[config.mk]
export PLATFORM = sky130hd
export DESIGN_NAME = isc_cell
export DESIGN_NICKNAME = d
export VERILOG_FILES = /design/src/sv/isc_pkg.sv /design/src/sv/isc_cell.sv
export SDC_FILE = /design/constraint.sdc
export NUM_CORES = 1
export LEC_CHECK = 0
export ABC_CLOCK_PERIOD_IN_PS = 4100
export BUFFER_PORTS_ARGS = -buffer_cell sky130_fd_sc_hd__buf_2
export CAP_MARGIN = 20
export CORE_UTILIZATION = 35
export DETAILED_ROUTE_END_ITERATION = 10
export PLACE_DENSITY = 0.63
export SYNTH_ARGS = -nofsm -noshare
export SYNTH_HDL_FRONTEND = slang
export SYNTH_SLANG_ARGS = --single-unit
[constraint.sdc]
create_clock -name clk -period 4.1 [get_ports clk]
set_input_delay 0.615 -clock clk [delete_from_list [all_inputs] [get_ports clk]]
set_output_delay 0.615 -clock clk [all_outputs]
set_load 0.02 [all_outputs]
[src/sv/isc_pkg.sv]
`timescale 1ns / 1ps

package isc_pkg;

	localparam int unsigned MAX_SEGMENTS = 256;
	localparam int unsigned MAX_QUERIES  = 65536;

	// stored count runs 0..MAX_SEGMENTS inclusive
	localparam int unsigned SEG_CNT_W = $clog2(MAX_SEGMENTS + 1);
	localparam int unsigned QRY_CNT_W = $clog2(MAX_QUERIES);
	localparam int unsigned COVER_W   = 9;

	typedef enum logic [1:0] {
		KIND_CLEAR = 2'd0,
		KIND_LOAD  = 2'd1,
		KIND_QUERY = 2'd2
	} kind_t;

	typedef struct packed {
		logic [1:0]         kind;
		logic signed [31:0] seg_start;
		logic signed [31:0] seg_end;
		logic signed [31:0] point;
	} request_t;

	typedef struct packed {
		logic [COVER_W-1:0] cover_count;
		logic [15:0]        point_index;
		logic               overflowed;
	} result_t;

	typedef struct packed {
		logic signed [31:0] seg_start;
		logic signed [31:0] seg_end;
	} segment_t;

	// query token travelling down the cell row
	typedef struct packed {
		logic                 valid;
		logic signed [31:0]   point;
		logic [SEG_CNT_W-1:0] remaining;
		logic [COVER_W-1:0]   hits;
	} token_t;

endpackage

[src/sv/isc_cell.sv]
`timescale 1ns / 1ps

module isc_cell (
	input  logic              clk,
	input  logic              arst_n,
	input  logic              shift_en,
	input  isc_pkg::segment_t seg_in,
	output isc_pkg::segment_t seg_out,
	input  isc_pkg::token_t   tok_in,
	output isc_pkg::token_t   tok_out
);

	isc_pkg::segment_t seg_q;
	isc_pkg::token_t   tok_q;
	isc_pkg::token_t   tok_next;
	logic              occupied;
	logic              hit;

	// cells below the stored count hold live segments
	assign occupied = (tok_in.remaining != '0);
	assign hit = tok_in.valid && occupied
		&& (seg_q.seg_start <= tok_in.point) && (tok_in.point <= seg_q.seg_end);

	always_comb begin
		tok_next = tok_in;
		if (occupied) begin
			tok_next.remaining = tok_in.remaining - 1'b1;
		end
		if (hit && (tok_in.hits != '1)) begin
			tok_next.hits = tok_in.hits + 1'b1;
		end
	end

	always_ff @(posedge clk) begin
		if (shift_en) begin
			seg_q <= seg_in;
		end
	end

	always_ff @(posedge clk or negedge arst_n) begin
		if (!arst_n) begin
			tok_q <= '0;
		end else begin
			tok_q <= tok_next;
		end
	end

	assign seg_out = seg_q;
	assign tok_out = tok_q;

endmodule

== Word level (Yosys, flattened, before mapping) ==
Cells that the tools add are included.

* $add $sub $neg: 2
* Magnitude comparators: 2
* Eq/ne operators: 1
* Mux-type cells: 2
* Reduce and logical (&&, ||, !) cells: 5

{| class="wikitable"
|+ Operators by type and width
! cell !! count
|-
| less-or-equal comparator 32 bit || 2
|-
| 2-to-1 mux 9 bit || 2
|-
| adder 9 x 1 -> 9 bit, second input constant || 1
|-
| inequality test 9 bit, second input constant || 1
|-
| nonzero test 9 bit || 1
|-
| subtractor 9 x 1 -> 9 bit, second input constant || 1
|-
| logical AND 1 bit || 4
|}

* Register bits: 115
* Bits of input ports: 118
* Output and inout bits: 115
* Word-level logic and storage cells: 18

== Longest topological paths before layout ==
* Word-level depth: 6
* Mapped depth: 10
* Depth with buffers taken out: 10

== Worst setup path before layout ==
No wires, ideal clock.

* Kind: input-to-reg
* From: in tok_in[27] in the netlist's numbering
* To: reg tok_q, in the netlist tok_out[4]
* Arrival: 2696 ps
* Slack: 1281 ps
* Stages: 9
* Path through: ha_1 a21o_1 nand3_2 a21oi_1 or4b_4 a21oi_2 mux2i_1 or4_1 xnor2_1

{| class="wikitable"
|+ RTL lines
! item !! line !! RTL
|-
| from (decl) || isc_cell.sv:9 || <nowiki>input isc_pkg::token_t tok_in,</nowiki>
|-
| to (signal assigned) || isc_cell.sv:44 || <nowiki>tok_q <= tok_next;</nowiki>
|-
| to (decl) || isc_cell.sv:14 || <nowiki>isc_pkg::token_t tok_q;</nowiki>
|}

==> results.json <==
{
  "p_leak_nw": 3.600,
  "stdcell_count": 847,
  "fmax_mhz": 342.5,
  "regToRegEndpoint": "tok_out[1]",
  "rrSetupSlack_ps": 1180,
  "routedWlPerCell_um": 15.29,
  "grt_use_total_pct": 16.96,
  "drc": 0,
  "hold_path.class": "input port to asynchronous set/reset pin",
  "die_h_um": 124.1,
  "grt_pass1_vias": 3857,
  "cts_buffers": 17,
  "slew_viol_final": 0,
  "ant_nets": 0,
  "antenna_found_initial": 1,
  "crit_fanout": 7,
  "status": "finished, final reports clean",
  "ir_drop_v": 0.0003111,
  "drt_iter0_markers": 131,
  "nNetsFinal": 835,
  "fin_crit_sh_pct": 71.22,
  "p_per_area_mw_per_mm2": 454.3,
  "tns_ps": 0,
  "cts_max_level": 4,
  "final_layout_size_suffix_gt1_share_pct": 40.72,
  "grt_pass1_wl_um": 19200,
  "avgViaCountPerCell": 4.649,
  "synth_edf_count": 64,
  "synthArstFlopShare_pct": 44.35,
  "placed_cells": 815,
  "synth_top_area_share_pct": 36.83,
  "worstRegToRegCells": 10,
  "finalHoldViolCount": 0,
  "cts.path.max_buffers": 2,
  "synth_common_cells": "inv_1 (69), ha_1 (67), edfxtp_1 (64)",
  "reg2reg_from": "seg_out[1]",
  "start_util_pct": 35.90,
  "num_antenna_cells": 0,
  "maxSlewHeadroom_pct": 38.91,
  "areaGrowthSynthToFinish_pct": 37.87,
  "yosys.area.top_type": "edfxtp_1",
  "fin_crit_ps": 2920,
  "root_buffer": "clkbuf_16",
  "synth_area_per_cell_sq_um": 13.11,
  "synthTopCellsByArea": "edfxtp_1 (37%), dfrtp_1 (24%), ha_1 (16%)",
  "end_kind": "flop",
  "max_slew.worst_pin.slew_ps": 910.9,
  "hold_buffers": 0,
  "core-area_sq_mm": 0.01453,
  "total_power_w": 0.003268,
  "hpwl_um": 10280,
  "startpoint_type": "flop",
  "synth_area_sq_mm": 0.005218,
  "grt_max_degree": 52,
  "dieArea_sq_mm": 0.01540,
  "yosysUniqueCellTypes": 41,
  "setup_violations": 0,
  "critPathKind": "flop to flop",
  "firstDrtPassIters": 4,
  "syn_nets": 583,
  "port_buffers": 232,
  "crit_arrival_ps": 3210,
  "grt-ovfl-total": 0,
  "rsz0062_at_grt": "no",
  "register_area_sq_mm": 0.003198,
  "die_w_um": 124.1,
  "yosys_most_used_dff": "edfxtp_1",
  "ctsResizeCount": 0,
  "max-cap-violations": 0,
  "io_pins": 233,
  "finalWeightedCongestion": 0.8463,
  "tritoncts": "yes",
  "yosysWarnings": 0,
  "multi_input_area_sq_mm": 0.001757,
  "post-route-util_pct": 49.49,
  "post_cts_buffers": 0,
  "clk-insertion-delay-late_ps": 410,
  "cts.clk_slew.worst_paths_ps": 50,
  "critPathRequiredTime_ps": 4390,
  "synthCells": 398,
  "synth-seq-cells": 115,
  "yosys.cell_count.top_type": "inv_1",
  "finClkSkew_ps": 7.800,
  "yosysSeqAreaShare_pct": 61.29,
  "nFillCells": 1356,
  "vias": 3938,
  "clock-sinks": 115,
  "drt-total-wl_um": 12950,
  "rows": 44
}
layout make-up:
class,instances,area share (%)
tap,184,3.201
sequential,115,44.46
inverter,69,3.601
multi-input combinational,213,24.42
timing repair buffer,234,16.35
clock buffer,27,7.288
clock inverter,5,0.6784
registers in the layout, summed over array words and instances (netlist names):
register  cells
tok_out      51
seg_out      64
worst max path at each step:
stage	from	cells after the start	slack (ps)	end
global route	seg_out[1]	10	870	tok_out[8]
detailed placement	tok_in[19]	10	780	tok_out[1]
global placement	tok_in[19]	10	860	tok_out[8]
CTS	seg_out[1]	10	1100	tok_out[1]
floorplan	tok_in[27]	9	1280	tok_out[4]
finish	seg_out[1]	10	1180	tok_out[1]
power by group:
| group | total [W] | internal, W | leakage [nW] | switching, W |
|---|---|---|---|---|
| clock network | 0.00142 | 0.000928 | 0.284 | 0.000488 |
| logic | 0.000498 | 0.000189 | 2.10 | 0.000310 |
| registers | 0.00135 | 0.00132 | 1.22 | 0.0000374 |
kinds of logic (layout without fill, tap and decap cells):
family	Yosys count	after routing	share of synthesized area, %
XOR/XNOR	13	13	2.182
multiplexers	3	3	0.6235
buffers and inverters	70	335	5.036
AO/OA/AOI/OAI	56	56	6.379
adder cells (fa/ha/maj)	67	67	16.07
flip-flops	115	115	61.29
AND/OR/NAND/NOR	74	74	8.417
critical path: stages, from the launching register on:
cell and delay, ps:
edfxtp_1 390, inv_1 70, ha_1 240, nor2b_4 130, o211ai_1 210, a21oi_1 120, or4b_4 510, a21oi_2 150
mux2i_1 520, nor3_2 150, mux2_2 310
layer usage:
metal / vias to the layer above / wire length, um / track usage, %
li1: 1943 / - / -
met1: 1843 / 5562 / 20.81
met2: 140 / 6374 / 27.90
met3: 12 / 862 / 5.082
met4: 0 / 152 / 6.473
met5: - / 0 / 0
placed cells by master (no fill, tap or decap), drive strengths merged, types with 2 or more instances in the layout:
cell / netlist / layout
dfrtp: 51 / 51
a211oi: 2 / 2
a221oi: 2 / 2
clkbuf: 1 / 27
xor2: 8 / 8
buf: 0 / 234
o21ai: 9 / 9
clkinv: 0 / 4
a21oi: 31 / 31
nand3: 10 / 10
a21o: 4 / 4
nand4: 16 / 16
mux2: 2 / 2
nand2: 16 / 16
nor3: 3 / 3
xnor2: 5 / 5
edfxtp: 64 / 64
nor2: 5 / 5
or4: 2 / 2
nor2b: 2 / 2
and3: 2 / 2
or4b: 2 / 2
nor4: 8 / 8
ha: 67 / 67
or3: 2 / 2
o211ai: 4 / 4
inv: 69 / 69
nand2b: 2 / 2
stage by stage:
| stage | hold WS (ps) | instance area (sq um) | setup WS (ps) |
|---|---|---|---|
| 2_1_floorplan | 319.4 | 5218 | 1281 |
| 3_3_place_gp | 742.7 | 6620 | 859.0 |
| 3_5_place_dp | 743.7 | 6620 | 784.9 |
| 4_1_cts | 315.9 | 7193 | 1101 |
| 5_1_grt | 323.8 | 7193 | 868.5 |
| 6_report | 330.9 | 7193 | 1180 |
(Power assumes the default switching activity.)
